<file path="src/sv/rs485_modbus_half_duplex_link_top_macros.svh">
// Assertion macros for the RS485 link controller.
`ifndef RS485_MODBUS_HALF_DUPLEX_LINK_TOP_MACROS_SVH
`define RS485_MODBUS_HALF_DUPLEX_LINK_TOP_MACROS_SVH
`ifndef SYNTHESIS
`define RML_ASSERT_SAME(label, clk, rst_n, ante, cons, msg) \
    label: assert property (@(posedge clk) disable iff (!(rst_n)) (ante) |-> (cons)) \
        else $error(msg);
`define RML_ASSERT_NEXT(label, clk, rst_n, ante, cons, msg) \
    label: assert property (@(posedge clk) disable iff (!(rst_n)) (ante) |=> (cons)) \
        else $error(msg);
`else
`define RML_ASSERT_SAME(label, clk, rst_n, ante, cons, msg)
`define RML_ASSERT_NEXT(label, clk, rst_n, ante, cons, msg)
`endif
`endif

</file>
<file path="src/sv/rml_pkg.sv">
// Shared constants for the RS485 link controller.
package rml_pkg;

    localparam int BUFFER_BYTES_DEF = 128;
    localparam int TIME_BITS_DEF    = 32;

    localparam int MODE_W      = 3;
    localparam int BYTE_W      = 8;
    localparam int READ_IDX_W  = 7;
    localparam int NOW_W       = 32;
    localparam int CFG_IDX_W   = 2;
    localparam int CFG_DATA_W  = 8;

    localparam logic [MODE_W-1:0] MODE_RX_BYTE   = 3'd0;
    localparam logic [MODE_W-1:0] MODE_LOAD_BYTE = 3'd1;
    localparam logic [MODE_W-1:0] MODE_STEP      = 3'd2;
    localparam logic [MODE_W-1:0] MODE_READ      = 3'd3;
    localparam logic [MODE_W-1:0] MODE_RX_RESET  = 3'd4;

    localparam logic [CFG_IDX_W-1:0] CFG_TURNAROUND = 2'd0;
    localparam logic [CFG_IDX_W-1:0] CFG_FRAME_GAP  = 2'd1;

    localparam logic [BYTE_W-1:0] FUNC_READ_HOLDING = 8'h03;
    localparam logic [BYTE_W-1:0] FUNC_WRITE_MULTI  = 8'h10;
    localparam logic [BYTE_W-1:0] WRITE_MULTI_LEN   = 8'd8;
    localparam logic [BYTE_W-1:0] READ_HDR_LEN      = 8'd5;
    localparam int                MIN_RULE_BYTES    = 4;
    localparam logic [BYTE_W-1:0] TURNAROUND_RST    = 8'd1;
    localparam logic [BYTE_W-1:0] FRAME_GAP_RST     = 8'd1;

endpackage

</file>
<file path="src/sv/rml_in_if.sv">
// Input item channel of the RS485 link controller.
interface rml_in_if;
    import rml_pkg::*;

    logic                  valid;
    logic                  ready;
    logic [MODE_W-1:0]     mode;
    logic [BYTE_W-1:0]     data_byte;
    logic                  byte_last;
    logic [READ_IDX_W-1:0] read_index;
    logic [NOW_W-1:0]      now_ms;
    logic                  tx_fifo_full;
    logic                  tx_line_done;

    modport source (output valid, mode, data_byte, byte_last, read_index, now_ms,
                    tx_fifo_full, tx_line_done, input ready);
    modport sink   (input valid, mode, data_byte, byte_last, read_index, now_ms,
                    tx_fifo_full, tx_line_done, output ready);
endinterface

</file>
<file path="src/sv/rml_out_if.sv">
// Result item channel of the RS485 link controller.
interface rml_out_if;
    import rml_pkg::*;

    logic              valid;
    logic              ready;
    logic              tx_valid;
    logic [BYTE_W-1:0] tx_byte;
    logic              drive_enable;
    logic              busy_res;
    logic              frame_ready;
    logic [BYTE_W-1:0] rx_length;
    logic [BYTE_W-1:0] read_data;

    modport source (output valid, tx_valid, tx_byte, drive_enable, busy_res, frame_ready,
                    rx_length, read_data, input ready);
    modport sink   (input valid, tx_valid, tx_byte, drive_enable, busy_res, frame_ready,
                    rx_length, read_data, output ready);
endinterface

</file>
<file path="src/sv/rml_cfg_if.sv">
// Configuration write channel of the RS485 link controller.
interface rml_cfg_if;
    import rml_pkg::*;

    logic                  valid;
    logic                  ready;
    logic [CFG_IDX_W-1:0]  index;
    logic [CFG_DATA_W-1:0] data;

    modport source (output valid, index, data, input ready);
    modport sink   (input valid, index, data, output ready);
endinterface

</file>
<file path="src/sv/rml_ram.sv">
// Generic single-port RAM with registered read and read enable.
module rml_ram #(
    parameter int WIDTH = 8,
    parameter int DEPTH = 128
) (
    input  logic                     i_clk,
    input  logic                     i_we,
    input  logic                     i_re,
    input  logic [$clog2(DEPTH)-1:0] i_addr,
    input  logic [WIDTH-1:0]         i_wdata,
    output logic [WIDTH-1:0]         o_rdata
);
    logic [WIDTH-1:0] r_mem [DEPTH];
    logic [WIDTH-1:0] r_rdata;

    always_ff @(posedge i_clk) begin
        if (i_we) begin
            r_mem[i_addr] <= i_wdata;
        end
        if (i_re) begin
            r_rdata <= r_mem[i_addr];
        end
    end

    assign o_rdata = r_rdata;
endmodule

</file>
<file path="src/sv/rs485_modbus_half_duplex_link_top.sv">
// Top level of the half-duplex RS485 Modbus link controller.
//
// Usage: every input item on i_in is one event: a byte from the UART receiver,
// one byte of a message to send, a process step (millisecond poll), a buffer
// read, or a receive reset. Each accepted item yields exactly one result item
// on o_out with the UART write strobe and byte, the driver enable, the busy
// and frame-ready flags, the received length and the read byte.
// Registers turnaround_ms and frame_gap_ms are written through i_cfg, which
// is always ready; writes are expected only while the block is idle.
// Throughput is one item per clock cycle while the receiver takes results; the item
// is decoded against the control registers and touches the single-port
// frame buffer RAM once, and the RAM's registered read feeds the result.
// The result is held in an output register. When the receiver stalls, the
// register and the RAM read data hold, and i_in.ready drops until the
// waiting result is taken; a new item is accepted in the cycle it is.
// A synchronous active-low reset returns the link to idle, clears counts,
// flags and times, sets both registers to one and empties the output
// register. The buffer itself is not cleared: a buffer read of a byte not yet
// written returns whatever the RAM holds.
`include "rs485_modbus_half_duplex_link_top_macros.svh"
module rs485_modbus_half_duplex_link_top #(
    parameter int BUFFER_BYTES = rml_pkg::BUFFER_BYTES_DEF,
    parameter int TIME_BITS    = rml_pkg::TIME_BITS_DEF
) (
    input  logic    i_clk,
    input  logic    i_rst_n,
    rml_in_if.sink  i_in,
    rml_cfg_if.sink i_cfg,
    rml_out_if.source o_out
);
    import rml_pkg::*;

    // Buffer address and count widths; a count must hold BUFFER_BYTES itself.
    localparam int AW    = $clog2(BUFFER_BYTES);
    localparam int CNT_W = $clog2(BUFFER_BYTES + 1);
    localparam logic [CNT_W-1:0] BUF_CNT = CNT_W'(BUFFER_BYTES);

    typedef enum logic [3:0] {
        ST_IDLE,
        ST_LOADING,
        ST_SET_TX,
        ST_TX_DELAY,
        ST_SENDING,
        ST_WAIT_DONE,
        ST_SET_RX,
        ST_RX_DELAY,
        ST_RECEIVING
    } t_link_state;

    // Control state.
    t_link_state      r_state, n_state;
    logic [CNT_W-1:0] r_rx_cnt, n_rx_cnt;
    logic [CNT_W-1:0] r_send_len, n_send_len;
    logic [CNT_W-1:0] r_send_pos, n_send_pos;
    logic [TIME_BITS-1:0] r_last_time, n_last_time;
    logic [TIME_BITS-1:0] r_delay_start, n_delay_start;
    logic             r_frame_done, n_frame_done;
    logic             r_driver_on, n_driver_on;
    logic [BYTE_W-1:0] r_turnaround;
    logic [BYTE_W-1:0] r_frame_gap;

    // Copies of buffer bytes one (function code) and two (byte count), kept
    // so the length rule needs no extra buffer read.
    logic [BYTE_W-1:0] r_func, n_func;
    logic [BYTE_W-1:0] r_byte_cnt, n_byte_cnt;

    // Output register.
    logic              r_out_valid;
    logic              r_o_tx_valid, n_o_tx_valid;
    logic              r_o_use_rd, n_o_use_rd;
    logic              r_o_drive;
    logic              r_o_busy;
    logic              r_o_frame;
    logic [BYTE_W-1:0] r_o_rx_len;

    // Buffer RAM port.
    logic              ram_we;
    logic              ram_re;
    logic [AW-1:0]     ram_addr;
    logic [BYTE_W-1:0] ram_rdata;

    logic                 in_acc;
    logic [TIME_BITS-1:0] now;
    logic [TIME_BITS-1:0] delay_elapsed;
    logic [TIME_BITS-1:0] gap_elapsed;
    logic [BYTE_W-1:0]    expect_len;
    logic [CNT_W-1:0]     rx_base;
    logic [8:0]           read_idx_ext;
    logic [15:0]          rx_len_ext;

    rml_ram #(
        .WIDTH (BYTE_W),
        .DEPTH (BUFFER_BYTES)
    ) u_buffer (
        .i_clk   (i_clk),
        .i_we    (ram_we),
        .i_re    (ram_re),
        .i_addr  (ram_addr),
        .i_wdata (i_in.data_byte),
        .o_rdata (ram_rdata)
    );

    // A new item enters whenever the output register is free or being emptied.
    assign i_in.ready  = !r_out_valid || o_out.ready;
    assign in_acc      = i_in.valid && i_in.ready;
    assign i_cfg.ready = 1'b1;

    assign now           = i_in.now_ms[TIME_BITS-1:0];
    assign delay_elapsed = now - r_delay_start;
    assign gap_elapsed   = now - r_last_time;
    assign read_idx_ext  = {2'b00, i_in.read_index};

    // Expected Modbus frame length; zero means no length rule applies, which
    // also covers a read response whose length sum wraps to zero.
    always_comb begin
        if (r_func == FUNC_READ_HOLDING) begin
            expect_len = READ_HDR_LEN + r_byte_cnt;
        end else if (r_func == FUNC_WRITE_MULTI) begin
            expect_len = WRITE_MULTI_LEN;
        end else begin
            expect_len = '0;
        end
    end

    always_comb begin
        n_state       = r_state;
        n_rx_cnt      = r_rx_cnt;
        n_send_len    = r_send_len;
        n_send_pos    = r_send_pos;
        n_last_time   = r_last_time;
        n_delay_start = r_delay_start;
        n_frame_done  = r_frame_done;
        n_driver_on   = r_driver_on;
        n_func        = r_func;
        n_byte_cnt    = r_byte_cnt;
        n_o_tx_valid  = 1'b0;
        n_o_use_rd    = 1'b0;
        ram_we        = 1'b0;
        ram_re        = 1'b0;
        ram_addr      = '0;
        rx_base       = r_rx_cnt;

        if (in_acc) begin
            case (i_in.mode)
                MODE_RX_BYTE: begin
                    if (r_state == ST_IDLE || r_state == ST_RECEIVING) begin
                        // A byte arriving while idle opens a fresh frame.
                        if (r_state == ST_IDLE) begin
                            rx_base      = '0;
                            n_rx_cnt     = '0;
                            n_frame_done = 1'b0;
                            n_state      = ST_RECEIVING;
                        end
                        if (rx_base < BUF_CNT) begin
                            ram_we      = 1'b1;
                            ram_addr    = rx_base[AW-1:0];
                            n_rx_cnt    = rx_base + 1'b1;
                            n_last_time = now;
                            if (rx_base == CNT_W'(1)) begin
                                n_func = i_in.data_byte;
                            end
                            if (rx_base == CNT_W'(2)) begin
                                n_byte_cnt = i_in.data_byte;
                            end
                        end
                    end
                end
                MODE_LOAD_BYTE: begin
                    if (r_state == ST_IDLE) begin
                        // The first send byte takes over the buffer.
                        n_rx_cnt     = '0;
                        n_frame_done = 1'b0;
                        ram_we       = 1'b1;
                        ram_addr     = '0;
                        n_send_len   = CNT_W'(1);
                        n_send_pos   = '0;
                        n_state      = i_in.byte_last ? ST_SET_TX : ST_LOADING;
                    end else if (r_state == ST_LOADING) begin
                        if (r_send_len < BUF_CNT) begin
                            ram_we     = 1'b1;
                            ram_addr   = r_send_len[AW-1:0];
                            n_send_len = r_send_len + 1'b1;
                            if (r_send_len == CNT_W'(1)) begin
                                n_func = i_in.data_byte;
                            end
                            if (r_send_len == CNT_W'(2)) begin
                                n_byte_cnt = i_in.data_byte;
                            end
                        end
                        if (i_in.byte_last) begin
                            n_state = ST_SET_TX;
                        end
                    end
                end
                MODE_STEP: begin
                    case (r_state)
                        ST_SET_TX: begin
                            n_driver_on   = 1'b1;
                            n_delay_start = now;
                            n_state       = ST_TX_DELAY;
                        end
                        ST_TX_DELAY: begin
                            if (32'(delay_elapsed) >= 32'(r_turnaround)) begin
                                n_state = ST_SENDING;
                            end
                        end
                        ST_SENDING: begin
                            if (r_send_pos < r_send_len) begin
                                if (!i_in.tx_fifo_full) begin
                                    ram_re       = 1'b1;
                                    ram_addr     = r_send_pos[AW-1:0];
                                    n_o_tx_valid = 1'b1;
                                    n_send_pos   = r_send_pos + 1'b1;
                                end
                            end else begin
                                n_state = ST_WAIT_DONE;
                            end
                        end
                        ST_WAIT_DONE: begin
                            if (i_in.tx_line_done) begin
                                n_state = ST_SET_RX;
                            end
                        end
                        ST_SET_RX: begin
                            n_driver_on   = 1'b0;
                            n_delay_start = now;
                            n_state       = ST_RX_DELAY;
                        end
                        ST_RX_DELAY: begin
                            if (32'(delay_elapsed) >= 32'(r_turnaround)) begin
                                n_state = ST_IDLE;
                            end
                        end
                        ST_RECEIVING: begin
                            // Frame ends on the length rule or on a long gap.
                            if ((16'(r_rx_cnt) >= 16'(MIN_RULE_BYTES)) &&
                                (expect_len != '0) &&
                                (16'(r_rx_cnt) >= 16'(expect_len))) begin
                                n_frame_done = 1'b1;
                                n_state      = ST_IDLE;
                            end
                            if ((r_rx_cnt != '0) &&
                                (32'(gap_elapsed) > 32'(r_frame_gap))) begin
                                n_frame_done = 1'b1;
                                n_state      = ST_IDLE;
                            end
                        end
                        default: begin
                        end
                    endcase
                end
                MODE_READ: begin
                    if (read_idx_ext < 9'(BUFFER_BYTES)) begin
                        ram_re     = 1'b1;
                        ram_addr   = read_idx_ext[AW-1:0];
                        n_o_use_rd = 1'b1;
                    end
                end
                MODE_RX_RESET: begin
                    n_state      = ST_IDLE;
                    n_rx_cnt     = '0;
                    n_frame_done = 1'b0;
                end
                default: begin
                end
            endcase
        end
    end

    assign rx_len_ext = 16'(n_rx_cnt);

    always_ff @(posedge i_clk) begin
        if (!i_rst_n) begin
            r_state       <= ST_IDLE;
            r_rx_cnt      <= '0;
            r_send_len    <= '0;
            r_send_pos    <= '0;
            r_last_time   <= '0;
            r_delay_start <= '0;
            r_frame_done  <= 1'b0;
            r_driver_on   <= 1'b0;
            r_turnaround  <= TURNAROUND_RST;
            r_frame_gap   <= FRAME_GAP_RST;
            r_out_valid   <= 1'b0;
        end else begin
            r_state       <= n_state;
            r_rx_cnt      <= n_rx_cnt;
            r_send_len    <= n_send_len;
            r_send_pos    <= n_send_pos;
            r_last_time   <= n_last_time;
            r_delay_start <= n_delay_start;
            r_frame_done  <= n_frame_done;
            r_driver_on   <= n_driver_on;
            if (i_cfg.valid) begin
                if (i_cfg.index == CFG_TURNAROUND) begin
                    r_turnaround <= i_cfg.data;
                end else if (i_cfg.index == CFG_FRAME_GAP) begin
                    r_frame_gap <= i_cfg.data;
                end
            end
            if (in_acc) begin
                r_out_valid <= 1'b1;
            end else if (o_out.ready) begin
                r_out_valid <= 1'b0;
            end
        end

        r_func     <= n_func;
        r_byte_cnt <= n_byte_cnt;
        if (in_acc) begin
            r_o_tx_valid <= n_o_tx_valid;
            r_o_use_rd   <= n_o_use_rd;
            r_o_drive    <= n_driver_on;
            r_o_busy     <= (n_state != ST_IDLE) || n_frame_done;
            r_o_frame    <= n_frame_done;
            r_o_rx_len   <= rx_len_ext[BYTE_W-1:0];
        end
    end

    // The RAM read register only moves with an accepted read, so it holds
    // together with the output register while the receiver stalls.
    assign o_out.valid        = r_out_valid;
    assign o_out.tx_valid     = r_o_tx_valid;
    assign o_out.tx_byte      = r_o_tx_valid ? ram_rdata : '0;
    assign o_out.drive_enable = r_o_drive;
    assign o_out.busy_res     = r_o_busy;
    assign o_out.frame_ready  = r_o_frame;
    assign o_out.rx_length    = r_o_rx_len;
    assign o_out.read_data    = r_o_use_rd ? ram_rdata : '0;

    // Every accepted item leaves a result waiting in the next cycle.
    `RML_ASSERT_NEXT(a_item_gives_result, i_clk, i_rst_n, in_acc, r_out_valid, "item lost")
    // The driver is switched on only from the set-transmit step.
    `RML_ASSERT_SAME(a_drive_from_set_tx, i_clk, i_rst_n, $rose(r_driver_on),
                     $past(r_state) == ST_SET_TX, "driver switched on outside set-transmit")
    // Sending never runs past the loaded message.
    `RML_ASSERT_SAME(a_send_in_range, i_clk, i_rst_n, 1'b1,
                     r_send_pos <= r_send_len && r_send_len <= BUF_CNT, "send position overrun")
    // A UART write happens only from a send step.
    `RML_ASSERT_SAME(a_tx_from_sending, i_clk, i_rst_n, in_acc && n_o_tx_valid,
                     r_state == ST_SENDING && i_in.mode == MODE_STEP, "UART write outside send")
endmodule
</file>
<file path="src/flat_wrapper.sv">
// flat-port wrapper written by rule: the top's interface ports become plain ports
module rs485_modbus_half_duplex_link_top_flat import rml_pkg::*;
#(
    parameter int BUFFER_BYTES = rml_pkg::BUFFER_BYTES_DEF,
    parameter int TIME_BITS    = rml_pkg::TIME_BITS_DEF
)
  (i_clk, i_rst_n, i_in_valid, i_in_mode, i_in_data_byte, i_in_byte_last, i_in_read_index, i_in_now_ms, i_in_tx_fifo_full, i_in_tx_line_done, i_in_ready, i_cfg_valid, i_cfg_index, i_cfg_data, i_cfg_ready, o_out_valid, o_out_tx_valid, o_out_tx_byte, o_out_drive_enable, o_out_busy_res, o_out_frame_ready, o_out_rx_length, o_out_read_data, o_out_ready);
  rml_in_if i_in_i ();
  rml_cfg_if i_cfg_i ();
  rml_out_if o_out_i ();
  input  logic i_clk;
  input  logic i_rst_n;
  input wire logic [$bits(i_in_i.valid)-1:0] i_in_valid;
  input wire logic [$bits(i_in_i.mode)-1:0] i_in_mode;
  input wire logic [$bits(i_in_i.data_byte)-1:0] i_in_data_byte;
  input wire logic [$bits(i_in_i.byte_last)-1:0] i_in_byte_last;
  input wire logic [$bits(i_in_i.read_index)-1:0] i_in_read_index;
  input wire logic [$bits(i_in_i.now_ms)-1:0] i_in_now_ms;
  input wire logic [$bits(i_in_i.tx_fifo_full)-1:0] i_in_tx_fifo_full;
  input wire logic [$bits(i_in_i.tx_line_done)-1:0] i_in_tx_line_done;
  output wire logic [$bits(i_in_i.ready)-1:0] i_in_ready;
  input wire logic [$bits(i_cfg_i.valid)-1:0] i_cfg_valid;
  input wire logic [$bits(i_cfg_i.index)-1:0] i_cfg_index;
  input wire logic [$bits(i_cfg_i.data)-1:0] i_cfg_data;
  output wire logic [$bits(i_cfg_i.ready)-1:0] i_cfg_ready;
  output wire logic [$bits(o_out_i.valid)-1:0] o_out_valid;
  output wire logic [$bits(o_out_i.tx_valid)-1:0] o_out_tx_valid;
  output wire logic [$bits(o_out_i.tx_byte)-1:0] o_out_tx_byte;
  output wire logic [$bits(o_out_i.drive_enable)-1:0] o_out_drive_enable;
  output wire logic [$bits(o_out_i.busy_res)-1:0] o_out_busy_res;
  output wire logic [$bits(o_out_i.frame_ready)-1:0] o_out_frame_ready;
  output wire logic [$bits(o_out_i.rx_length)-1:0] o_out_rx_length;
  output wire logic [$bits(o_out_i.read_data)-1:0] o_out_read_data;
  input wire logic [$bits(o_out_i.ready)-1:0] o_out_ready;
  assign i_in_i.valid = i_in_valid;
  assign i_in_i.mode = i_in_mode;
  assign i_in_i.data_byte = i_in_data_byte;
  assign i_in_i.byte_last = i_in_byte_last;
  assign i_in_i.read_index = i_in_read_index;
  assign i_in_i.now_ms = i_in_now_ms;
  assign i_in_i.tx_fifo_full = i_in_tx_fifo_full;
  assign i_in_i.tx_line_done = i_in_tx_line_done;
  assign i_in_ready = i_in_i.ready;
  assign i_cfg_i.valid = i_cfg_valid;
  assign i_cfg_i.index = i_cfg_index;
  assign i_cfg_i.data = i_cfg_data;
  assign i_cfg_ready = i_cfg_i.ready;
  assign o_out_valid = o_out_i.valid;
  assign o_out_tx_valid = o_out_i.tx_valid;
  assign o_out_tx_byte = o_out_i.tx_byte;
  assign o_out_drive_enable = o_out_i.drive_enable;
  assign o_out_busy_res = o_out_i.busy_res;
  assign o_out_frame_ready = o_out_i.frame_ready;
  assign o_out_rx_length = o_out_i.rx_length;
  assign o_out_read_data = o_out_i.read_data;
  assign o_out_i.ready = o_out_ready;
  rs485_modbus_half_duplex_link_top #(.BUFFER_BYTES(BUFFER_BYTES), .TIME_BITS(TIME_BITS)) u_core (.i_clk(i_clk), .i_rst_n(i_rst_n), .i_in(i_in_i), .i_cfg(i_cfg_i), .o_out(o_out_i));
endmodule
</file>
<file path="config.mk">
export PLATFORM = sky130hd
export DESIGN_NAME = rs485_modbus_half_duplex_link_top_flat
export DESIGN_NICKNAME = d
export VERILOG_FILES = /design/src/sv/rml_pkg.sv /design/src/sv/rml_in_if.sv /design/src/sv/rml_out_if.sv /design/src/sv/rml_cfg_if.sv /design/src/sv/rml_ram.sv /design/src/sv/rs485_modbus_half_duplex_link_top.sv /design/src/flat_wrapper.sv
export VERILOG_INCLUDE_DIRS = /design/src /design/src/sv
export SDC_FILE = /design/constraint.sdc
export NUM_CORES = 1
export LEC_CHECK = 0
export BUFFER_PORTS_ARGS = -buffer_cell sky130_fd_sc_hd__buf_2
export CAP_MARGIN = 5
export CELL_PAD_IN_SITES_DETAIL_PLACEMENT = 0
export CELL_PAD_IN_SITES_GLOBAL_PLACEMENT = 1
export CORE_ASPECT_RATIO = 1.1
export CORE_MARGIN = 4
export CORE_UTILIZATION = 56
export DETAILED_ROUTE_END_ITERATION = 8
export PLACE_DENSITY_LB_ADDON = 0.1
export SYNTH_ARGS = -nofsm -noshare
export SYNTH_HDL_FRONTEND = slang
export SYNTH_SLANG_ARGS = --single-unit
</file>
<file path="constraint.sdc">
create_clock -name i_clk -period 9.1 [get_ports i_clk]
set_input_delay 0.455 -clock i_clk [delete_from_list [all_inputs] [get_ports i_clk]]
set_output_delay 0.455 -clock i_clk [all_outputs]
set_load 0.01 [all_outputs]
</file>
======== Word level (Yosys, flattened, before mapping) ========
Memory sizes are Yosys's and may differ from the RTL's. A register that Yosys moved wholly into a read port is not among the register bits.
Index checks and enable logic that the tools add are counted.
storage, ports and cells
  bits in registers ....................... 140
  word-level logic and storage cells ...... 184
  RAM bits ................................ 1024
  memories kept ........................... 1
  input port bits ......................... 68
operators by class
  order comparisons ....................... 8
  bitwise gates (word level) .............. 1
  mux-type cells .......................... 89
  eq/ne operators ......................... 32
  reduce and logical (&&, ||, !) cells .... 28
  add/sub/neg operators ................... 6
memory list
  name                   depth  width  rd ports  clocked after Yosys merged registers in  wr ports  RTL line       source
  u_core.u_buffer.r_mem  128    8      1         1                                        1         rml_ram.sv:13  logic [WIDTH-1:0] r_mem [DEPTH];
operator list
  operator                                                                  number
  8-bit 2-to-1 mux                                                          31
  7-bit 2-to-1 mux                                                          10
  32-bit subtractor                                                         2
  4-bit 2-to-1 mux                                                          13
  8-bit one-hot mux with 2 select lines                                     3
  32-bit by 8-bit >= comparator with 1-bit output                           1
  32-bit by 8-bit greater-than comparator with 1-bit output                 1
  4-bit one-hot mux with 7 select lines                                     1
  7-bit one-hot mux with 4 select lines                                     1
  8-bit by 1-bit adder with 8-bit output (second input constant)            3
  8-bit by 2-bit equality test with 1-bit output (second input constant)    3
  8-bit one-hot mux with 3 select lines                                     1
  1-bit 2-to-1 mux                                                          23
  2-bit by 1-bit inequality test with 1-bit output (second input constant)  10
  9-bit AND reduction                                                       2
  4-bit by 3-bit equality test with 1-bit output (second input constant)    4
  8-bit by 1-bit equality test with 1-bit output (second input constant)    2
  8-bit less-than comparator (second input constant)                        2
  4-bit one-hot mux with 4 select lines                                     1
  8-bit nonzero test                                                        2
  2-bit nonzero test                                                        5
  3-bit by 8-bit adder with 8-bit output (first input constant)             1
  4-bit by 2-bit equality test with 1-bit output (second input constant)    2
  8-bit by 5-bit equality test with 1-bit output (second input constant)    1
  27 further kinds                                                          39

======== Depth between registers and ports, before layout ========
Gate-level depths: netlist of the first run.
  depth in word-level cells ............... 13
  gate-level depth with buffers ........... 19
  depth with buffers taken out ............ 19

======== Hierarchy ========
From an unflattened synthesis of the first run, not the netlist that was laid out.
second synthesis, totals
  cells, all modules ...................... 3950
  area, all modules ....................... 51494.4 um^2
by module, submodules not included
  module                             area an instance (um^2)  cells each  times used  seq. area each (um^2)
  rml_ram                            40515.1                  2475        1           30989.7
  rs485_modbus_half_duplex_link_top  10979.3                  1475        1           3093.0

======== Least setup slack after synthesis of the first run ========
OpenSTA, ideal clock, no wires.
  kind .................................... input to register
  from .................................... input port i_in_now_ms[4]
  to ...................................... register u_core.r_o_busy (netlist: u_core.o_out.busy_res), data pin
  required time ........................... 8.828 ns
  stages .................................. 18
  arrival time ............................ 4.721 ns
  setup time .............................. 0.272 ns
  slack ................................... 4.108 ns
  path through ............................ ha_1 > o211ai_1 > a21oi_1 > nor2_1 > o21ai_0 > xor2_1 > ha_1 > a222oi_1 > nand2_1 > or4_1 > nor4_1 > nand4_1 > or4_1 > nor4b_1 > a41o_1 > mux2i_1 > o2bb2ai_1 > or4_1
between the ends
  cells in the longest elaborated chain, start to end .. 9
ends and longest elaborated chain
  element                                                    RTL line                                  source
  start, declared                                            flat_wrapper.sv:18                        input wire logic [$bits(i_in_i.now_ms)-1:0] i_in_now_ms;
  32-bit subtractor                                          rs485_modbus_half_duplex_link_top.sv:110  assign gap_elapsed = now - r_last_time;
  32-bit by 8-bit greater-than comparator with 1-bit output  rs485_modbus_half_duplex_link_top.sv:243  (32'(gap_elapsed) > 32'(r_frame_gap))) begin
  1-bit logical AND                                          rs485_modbus_half_duplex_link_top.sv:242  if ((r_rx_cnt != '0) &&
  4-bit 2-to-1 mux                                           rs485_modbus_half_duplex_link_top.sv:242
  4-bit one-hot mux with 7 select lines                      rs485_modbus_half_duplex_link_top.sv:196  case (r_state)
  4-bit one-hot mux with 4 select lines                      rs485_modbus_half_duplex_link_top.sv:144  case (i_in.mode)
  4-bit 2-to-1 mux                                           rs485_modbus_half_duplex_link_top.sv:143  if (in_acc) begin
  4-bit nonzero test                                         rs485_modbus_half_duplex_link_top.sv:314  r_o_busy <= (n_state != ST_IDLE) || n_frame_done;
  1-bit logical OR *                                         rs485_modbus_half_duplex_link_top.sv:314
  end signal, assigned                                       rs485_modbus_half_duplex_link_top.sv:314
  end, declared                                              rs485_modbus_half_duplex_link_top.sv:72   logic r_o_busy;
Every way passes the cells marked *; elsewhere a longest branch is shown, timed or not.
A chain may end at the register's enable or synchronous reset.

======== Worst setup path in the final report of the first run ========
  from .................................... register u_core.r_state[0]
  to ...................................... register u_core.u_buffer.r_rdata[3] (netlist: u_core.u_buffer.o_rdata[3]) (read register of u_core.u_buffer.r_mem), data pin
between the ends
  cells in the longest elaborated chain, start to end .. 10
ends and longest elaborated chain
  element                                RTL line                                                                                                                      source
  start, declared                        rs485_modbus_half_duplex_link_top.sv:51                                                                                       t_link_state r_state, n_state;
  start signal, assigned                 rs485_modbus_half_duplex_link_top.sv:286                                                                                      r_state <= n_state;
  4-bit zero test                        rs485_modbus_half_duplex_link_top.sv:146, rs485_modbus_half_duplex_link_top.sv:148, rs485_modbus_half_duplex_link_top.sv:169
  8-bit 2-to-1 mux                       rs485_modbus_half_duplex_link_top.sv:148                                                                                      if (r_state == ST_IDLE) begin
  8-bit 2-to-1 mux                       rs485_modbus_half_duplex_link_top.sv:146                                                                                      if (r_state == ST_IDLE || r_state == ST_RECEIVING) begin
  8-bit 2-to-1 mux                       rs485_modbus_half_duplex_link_top.sv:144
  8-bit 2-to-1 mux                       rs485_modbus_half_duplex_link_top.sv:143
  8-bit less-than comparator             rs485_modbus_half_duplex_link_top.sv:154                                                                                      if (rx_base < BUF_CNT) begin
  7-bit 2-to-1 mux                       rs485_modbus_half_duplex_link_top.sv:154
  7-bit 2-to-1 mux                       rs485_modbus_half_duplex_link_top.sv:146
  7-bit one-hot mux with 4 select lines  rs485_modbus_half_duplex_link_top.sv:144
  7-bit 2-to-1 mux                       rs485_modbus_half_duplex_link_top.sv:143
  end, declared                          rml_ram.sv:14                                                                                                                 logic [WIDTH-1:0] r_rdata;
Several ways; a longest one is shown, not always the timed one. The select of a mux whose other input is x is not followed.

==> results by group, run 1 <==
Critical path
  – Worst r2r src: u_core.r_state[0]
  – Flop-to-flop setup slack: 3000 ps
  – Startpoint types: register
  – Worst reg2reg endpoint: u_core.u_buffer.o_rdata[3]
  – Critical path class: register to register
  – Crit-path max FO: 71
  – Worst Path Arrival: 6550 ps
  – Crit-path cells: or4_1 > and4b_1 > a22o_1 > a221oi_4 > buf_4 > buf_4 > nor4_4 > buf_4 > buf_12 > a22o_1 > a221oi_2 > a31oi_1 > o41ai_1 > o21ai_1 > a211o_1
  – WP buf/inv: 4
  – Critical path's largest stage delay: 1030 ps
  – Critical Path Stages: 15
  – Delay-heaviest family, CP: compound AO/OA/AOI/OAI gates
  – Critical Path End Type: register
  – Worst Reg2Reg Path Length in Cells: 15
  – Most frequent CP cell: buf_4
  – CP max stage cell: o41ai_1
  – Req. time, crit path: 9560 ps
  – Critical path startpoint: u_core.r_state[0]
  – Worst Setup EP: u_core.u_buffer.o_rdata[3]

Clocking
  – Clock Pin Slew Worst Setup and Hold Paths: 60 ps
  – CTS H-Tree Depth: 3
  – Root Buffer: clkbuf_16
  – Setup bufs post-CTS: 0
  – CTS Buf Count: roughly 110
  – Max clock buf depth: 3
  – Clock sink total: 1172
  – Clock Latency Late Sink: 710 ps
  – TritonCTS clock tree: built

Synth
  – Post-synthesis xor/xnor area fraction: 0.845%
  – Synthesized instance count: 3759
  – Seq cells post-synth: roughly 1200
  – Post-synthesis net count: a little under 4000
  – Post-synthesis sequential area ratio: 68.5%
  – Post-synthesis compound-gate area fraction: 14.4%
  – Cell area after synthesis: 0.0498 mm2
  – Adder-Cell Fraction of Synth Area: 2.64%
  – FFs w/ async S/R, synth: 0%
  – Synth Area in Simple Gates: 9.02%
  – EDFF count, synth: 1061
  – Largest family of logic cells by synthesized area: compound AO/OA/AOI/OAI gates
  – Mux share of post-synthesis cell area: under 10%
  – Avg Cell Area, Syn: roughly 13 um2
  – Synth unique cells: 86
  – Ys Warns: 0
  – Ys flop type: edfxtp_1

Finish
  – Commonest cells after routing, fill and taps aside: edfxtp_1, nand2_1, nor2_1
  – Final Non-Filler Cells: 5089
  – Antenna cells: 0
  – Commonest non-fill, non-tap cell in the layout: edfxtp_1
  – Fraction of layout cells with a size suffix above 1: 9.42%
  – Multi-input gate area: 0.0144 mm2
  – Layout area overhead: 10.9%
  – Nets: 4005
  – Storage cell area: 0.0341 mm2
  – Fillers: 6679

Drt
  – Post-route ant nets: 0
  – Remaining DRCs: 0
  – TritonRoute pass-1 iters: 6
  – Routed Wire Length: 147 mm
  – Via density: around 6.6
  – Routed wire length per instance: ~29 um
  – Vias: between 30000 and 40000
  – Initial DRC count: 4134

Placed design
  – Inst Count DP: 4868
  – Placer Congestion: 0.958
  – Detailed Place HPWL: 93.0 mm
  – PortBufs: 97

Die
  – Total Die Area: 0.0937 mm2
  – Die outline height: 321 um
  – Starting Density: around 57%
  – Rows: 114
  – Die width: 292 um
  – Core ar.: 0.0880 mm2
  – # IOs: just under 100

Global routing
  – Vias in the first global route: 33091
  – Most Crowded Layer GR: met2
  – GR met2 Demand/Resource: between 50% and 60%
  – GR Layer Usage met1: 41.4%
  – Largest net degree at the start of global routing: ~110
  – First-pass GRT wire length: 216 mm
  – Total GRT Usage: 30.6%
  – Initial antenna violation count: 4
  – Grt total ovfl: 0
  – Met3 usage: 5.08%

Run
  – Max Cap Viol: 0

STA
  – Final Skew: 37.6 ps
  – Hold_ws: about 43 ps
  – Final setup viols: 0
  – Max Clock Freq: ~160 MHz
  – Min Tclk post-route: approximately 6100 ps
  – Relative slew slack: between 20 and 25%
  – RSZ-0062 raised after global routing: false
  – Worst slew pin tran: 1150 ps
  – TNS Setup: 0 ps
  – Tcrit/Tclk final: 67.0%
  – Hold Vio Cnt, Final: 0
  – Max-slew violation count: 0

Pwr
  – Pleak: about 18 nW
  – Max IR drop VDD: 0.000200 V
  – Pwr Density: 201 mW/mm2

Run status
  – Outcome: completed

Worst hold path
  – Startpoint of the worst hold path: i_cfg_data[5]
  – Hold crit path type: primary input to register
==> synth_stat cells, types with 12 or more instances <==
| master | count | area [um2] |
|---|---|---|
| a21oi_1 | 216 | 1080 |
| and3_1 | 13 | 81.3 |
| nand2_1 | 464 | 1740 |
| mux2i_1 | 89 | 891 |
| ha_1 | 102 | 1280 |
| and2_1 | 31 | 194 |
| o2bb2ai_1 | 12 | 105 |
| nand4_1 | 37 | 231 |
| o22ai_1 | 33 | 206 |
| o21a_1 | 21 | 158 |
| o211ai_1 | 17 | 128 |
| nor2_1 | 271 | 1020 |
| xor2_1 | 19 | 166 |
| dfxtp_1 | 111 | 2220 |
| a22oi_1 | 161 | 1210 |
| clkbuf_1 | 116 | 435 |
| nand2b_1 | 22 | 138 |
| a222oi_1 | 32 | 320 |
| edfxtp_1 | 1061 | 31900 |
| nand3_1 | 44 | 220 |
| a22o_1 | 81 | 709 |
| a31oi_1 | 52 | 325 |
| nor4_1 | 16 | 100 |
| o21ai_0 | 134 | 671 |
| a21o_1 | 19 | 143 |
| buf_2 | 65 | 325 |
| buf_1 | 14 | 52.6 |
| inv_1 | 114 | 428 |
| o31ai_1 | 28 | 210 |
| xnor2_1 | 29 | 254 |
| a221oi_1 | 112 | 981 |
| nor3_1 | 28 | 140 |
==> cell type report <==
class / count / area share, %
well taps: 1160 / 2.63
repair buffers: 168 / 2.04
clock buffers: 139 / 5.35
clock inverters: 72 / 1.35
inverters: 114 / 0.775
multi-input cells: 2264 / 26.1
flip-flops and latches: 1172 / 61.7
==> worst min-delay path by stage <==
stage	endpoint	slack, ps	cells past startpoint
finish	u_core.r_turnaround[5]	40	3
floorplan	u_core.r_delay_start[10]	440	2
global route	u_core.r_turnaround[4]	30	3
CTS	u_core.r_turnaround[6]	3	3
detailed placement	u_core.r_delay_start[29]	450	2
global placement	u_core.r_delay_start[18]	440	2
==> stage by stage <==
step                      utilization, %  cell area (um2)  total power, W  worst slack [ps]
after floorplan                        -            49800         0.00627              4110
after global placement              58.4            51400         0.00652              2220
after detailed placement            58.4            51400         0.00653              2790
after CTS                           62.7            55200          0.0111              2760
after global routing                62.7            55200          0.0114              2530
final                               62.7            55200          0.0111              3000
==> power by group <==
part	total, W	internal (W)	switching [W]	leakage [nW]
combinational	0.000538	0.000157	0.000381	6.17
clock	0.00468	0.00266	0.00202	1.79
sequential	0.00588	0.00587	0.00000854	10.4
==> repair_timing <==
action                                 in CTS  in global routing
endpoints found under the hold margin      16                  0
hold buffers                               10                  0
gates resized for setup                     0                  0
==> flip-flops by register name, summed over array words and instances, names as in the netlist, 4 cells and up <==
signal / count
u_core.r_send_len: 8
u_core.r_frame_gap: 8
u_core.r_state: 4
u_core.r_rx_cnt: 8
u_core.r_delay_start: 32
u_core.o_out.rx_length: 8
u_core.u_buffer.r_mem: 1024
u_core.r_byte_cnt: 8
u_core.r_send_pos: 8
u_core.r_turnaround: 8
u_core.r_func: 8
u_core.u_buffer.o_rdata: 8
u_core.r_last_time: 32
==> cells by family (layout without fill, tap and decap cells) <==
logic type / Yosys count / after routing
XOR/XNOR: 48 / 48
other: 1 / 1
multiplexers: 93 / 93
flip-flops: 1172 / 1172
adder cells (fa/ha/maj): 104 / 104
AND/OR/NAND/NOR: 1004 / 1004
buffers and inverters: 323 / 493
AO/OA/AOI/OAI: 1014 / 1014
==> worst register-to-register path, delay by kind of cell, from the launching register on <==
kind / cells / cell delay, ps
compound gates: 8 / 2670
flops: 1 / 460
simple gates: 3 / 1310
buf+inv: 4 / 1410
==> metal layers <==
layer	part of all wire, %	routed length (um)
met1	39	57500
met2	48	70500
met3	8.7	12800
met4	4.1	6050
met5	0	0
Note: power is estimated with default switching activity, not from simulation.
==> inputs of run 2 (changes only) <==
Settings changed: ABC_AREA set to 1, CORE_UTILIZATION 56 to 44.
Clock period 9.1 ns to 5.6 ns, I/O delays scaled along.
==> run 2 against run 1 <==
Worst setup slack worse by 2100 ps; largest power group unchanged; clock power up 84%; synthesized cell count increased by 69%.
==> results by group, run 2 <==
Global routing
  – GR met2 Demand/Resource: 42.9%
  – Met3 usage: 4.04%
  – Vias in the first global route: 40968
  – First-pass GRT wire length: between 200 and 300 mm
  – Largest net degree at the start of global routing: approximately 200
  – Most Crowded Layer GR: met2
  – Grt total ovfl: 0
  – GR Layer Usage met1: 33.0%
  – Total GRT Usage: roughly a quarter
  – Initial antenna violation count: 1

Critical path
  – Worst Path Arrival: 5060 ps
  – Delay-heaviest family, CP: simple AND/OR/NAND/NOR gates
  – Worst reg2reg endpoint: u_core.u_buffer.r_mem[25][5]
  – Req. time, crit path: 5980 ps
  – Critical path startpoint: u_core.r_state[0]
  – Crit-path cells: nor2_8 > nand2_4 > nand2_1 > nand2_2 > o21ai_1 > a21oi_1 > nand2_1 > nand2_4 > nand2_1 > buf_4 > nor2_2 > nand2_1 > buf_4 > nor2_1
  – Startpoint types: register
  – Flop-to-flop setup slack: 920 ps
  – WP buf/inv: 2
  – Worst r2r src: u_core.r_state[0]
  – Most frequent CP cell: nand2_1
  – Critical Path End Type: register
  – Crit-path max FO: 36
  – Worst Reg2Reg Path Length in Cells: 14
  – Critical path class: register to register
  – CP max stage cell: nor2_1
  – Critical path's largest stage delay: between 700 and 800 ps

Clocking
  – TritonCTS clock tree: built
  – Max clock buf depth: 3
  – CTS Buf Count: around 130
  – Clock Latency Late Sink: slightly below 800 ps
  – Clock sink total: 1172
  – CTS H-Tree Depth: 4
  – # resized after CTS: 0
  – Setup bufs post-CTS: 0
  – Clock Pin Slew Worst Setup and Hold Paths: around 60 ps
  – Root Buffer: clkbuf_16

Pwr
  – Comb pwr share: 6.5%
  – NetSw: 0.00451 W
  – Pleak: 27.1 nW
  – Max IR drop VDD: 0.000314 V
  – Switching Share: 23.2%
  – Pwr Density: 307 mW/mm2
  – Sequential share of power: 49.2%
  – Int Pwr: ~0.015 W
  – Clock power share: 44.3%

Worst hold path
  – Startpoint of the worst hold path: i_in_data_byte[1]
  – Hold path depth: 1
  – Hold crit path type: primary input to register
  – WHS Endpoint: u_core.u_buffer.r_mem[116][1]

Finish
  – Commonest cells after routing, fill and taps aside: nand2_1, edfxtp_1, inv_1
  – Largest register FFs: 1024
  – Fraction of layout cells with a size suffix above 1: 7.14%
  – Commonest non-fill, non-tap cell in the layout: nand2_1
  – Layout area overhead: 12.8%
  – Fillers: around 12000
  – Biggest register: u_core.u_buffer.r_mem
  – Nets: between 6000 and 7000
  – Antenna cells: 0
  – Largest registers: u_core.u_buffer.r_mem x1024, u_core.r_delay_start x32, u_core.r_last_time x32

STA
  – Worst slew pin tran: between 1000 and 1500 ps
  – Hold Vio Cnt, Final: 0
  – Max-slew violation count: 0
  – Final Skew: 31.8 ps
  – Final setup viols: 0
  – Tcrit/Tclk final: 83.6%
  – RSZ-0062 raised after global routing: false
  – TNS Setup: 0 ps
  – Max Clock Freq: 214 MHz
  – Min Tclk post-route: 4680 ps
  – Hold_ws: 79.5 ps
  – Relative slew slack: 24.4%

Synth
  – EDFF count, synth: 1061
  – Top post-synthesis cells by area: edfxtp_1, nand2_1, dfxtp_1
  – Post-synth top cells: nand2_1, edfxtp_1, inv_1
  – Post-synthesis sequential area ratio: 60.5%
  – FFs w/ async S/R, synth: 0%
  – Cell area after synthesis: 0.0563 mm2
  – Post-synthesis net count: between 6000 and 7000
  – Synthesized instance count: 6335
  – Ys Warns: 0
  – Avg Cell Area, Syn: 8.89 um2
  – Area share of the largest cell type after synthesis: 56.5%
  – Synth unique cells: 52
  – Top-count cell post-synth: nand2_1
  – Ys flop type: edfxtp_1
  – Seq cells post-synth: 1172
  – Area leader, netlist: edfxtp_1

Drt
  – Remaining DRCs: 0
  – TritonRoute pass-1 iters: 6
  – Vias: 42253
  – Routed Wire Length: ~170 mm
  – Initial DRC count: 3410
  – Post-route ant nets: 0
  – Routed wire length per instance: 20.4 um
  – Via density: 5.11

Run status
  – Outcome: completed

Die
  – Die width: 349 um
  – Total Die Area: roughly 0.13 mm2
  – Starting Density: 44.4%
  – Rows: 137
  – # IOs: 99
  – Core ar.: roughly 0.13 mm2
  – Die outline height: 383 um

Placed design
  – Detailed Place HPWL: 108 mm
  – PortBufs: 97
  – Placer Congestion: a little under 0.9

Run
  – Max Cap Viol: 0
## run 2: changes by cell type in the layout (fill, tap and decap cells not counted), sizes merged, moves of 114 or more
cell | previous run | this run
a22oi | 161 | 4
a221oi | 119 | 5
nor2 | 272 | 432
nand3 | 44 | 290
inv | 119 | 467
nand2 | 464 | 3117
## run 2: final cells by class
class	count	area, um2	area share, %
Sequential cell	1172	34100	53.6
Multi-Input combinational cell	4437	19100	30.1
Clock inverter	70	674	1.06
Clock buffer	171	3630	5.71
Inverter	462	1750	2.76
Tap cell	1668	2090	3.28
Timing Repair Buffer	289	2200	3.46
## run 2: layer usage
layer / wire, um / part of all wire, % / up-vias
li1: - / - / 20816
met1: 72500 / 43 / 20024
met2: 82000 / 49 / 1152
met3: 9250 / 5.5 / 259
met4: 5090 / 3.0 / 2
met5: 15 / 0.0089 / -
## run 2: through the flow
stage | area, um2 | std cells | util (%) | setup slack [ps] | power, W
2_1_floorplan | 56300 | 6335 | - | 2170 | 0.0105
3_3_place_gp | 58700 | 7972 | 46.2 | 965 | 0.0110
3_5_place_dp | 58700 | 7972 | 46.2 | 949 | 0.0110
4_1_cts | 63500 | 8269 | 50.0 | 925 | 0.0197
5_1_grt | 63500 | 8269 | 50.0 | 672 | 0.0202
6_report | 63500 | 8269 | 50.0 | 920 | 0.0195
## run 2: what timing repair did
item	4_1_cts	5_1_grt
endpoints found under the setup margin	0	0
hold buffers	56	0
endpoints found under the hold margin	196	0
## run 2: cell families after synthesis
kind of cell               synth area share (%)
xor gates and xnor gates                  0.420
DFF                                        60.5
other                                   0.00666
AOI/OAI and AO/OA                          3.42
adders and majority gates                  2.34
and+or+nand+nor                            27.6
buffers and inverters                      5.73
## run 2: worst max path at each step
stage,end,slack (ps),depth (start not counted)
floorplan,u_core.u_buffer.r_mem[122][0],2170,13
finish,u_core.u_buffer.r_mem[25][5],920,14
detailed placement,u_core.u_buffer.r_mem[113][3],950,14
global route,u_core.u_buffer.r_mem[80][2],670,13
CTS,u_core.u_buffer.r_mem[80][4],920,13
global placement,u_core.u_buffer.r_mem[80][0],970,13
## run 2: power groups by stage
stage	logic [W]	registers (W)	clock network (W)
floorplan	0.000733	0.00977	0
global placement	0.00125	0.00978	0
detailed placement	0.00125	0.00978	0
CTS	0.00129	0.00959	0.00879
global route	0.00143	0.00959	0.00917
finish	0.00128	0.00959	0.00863
## run 2: worst register-to-register path, delay by kind of cell, from the launching register on
family	cells	cell delay (ps)
flip-flops	1	600
AND/OR/NAND/NOR	10	2790
AO/OA/AOI/OAI	2	450
buffers and inverters	2	470
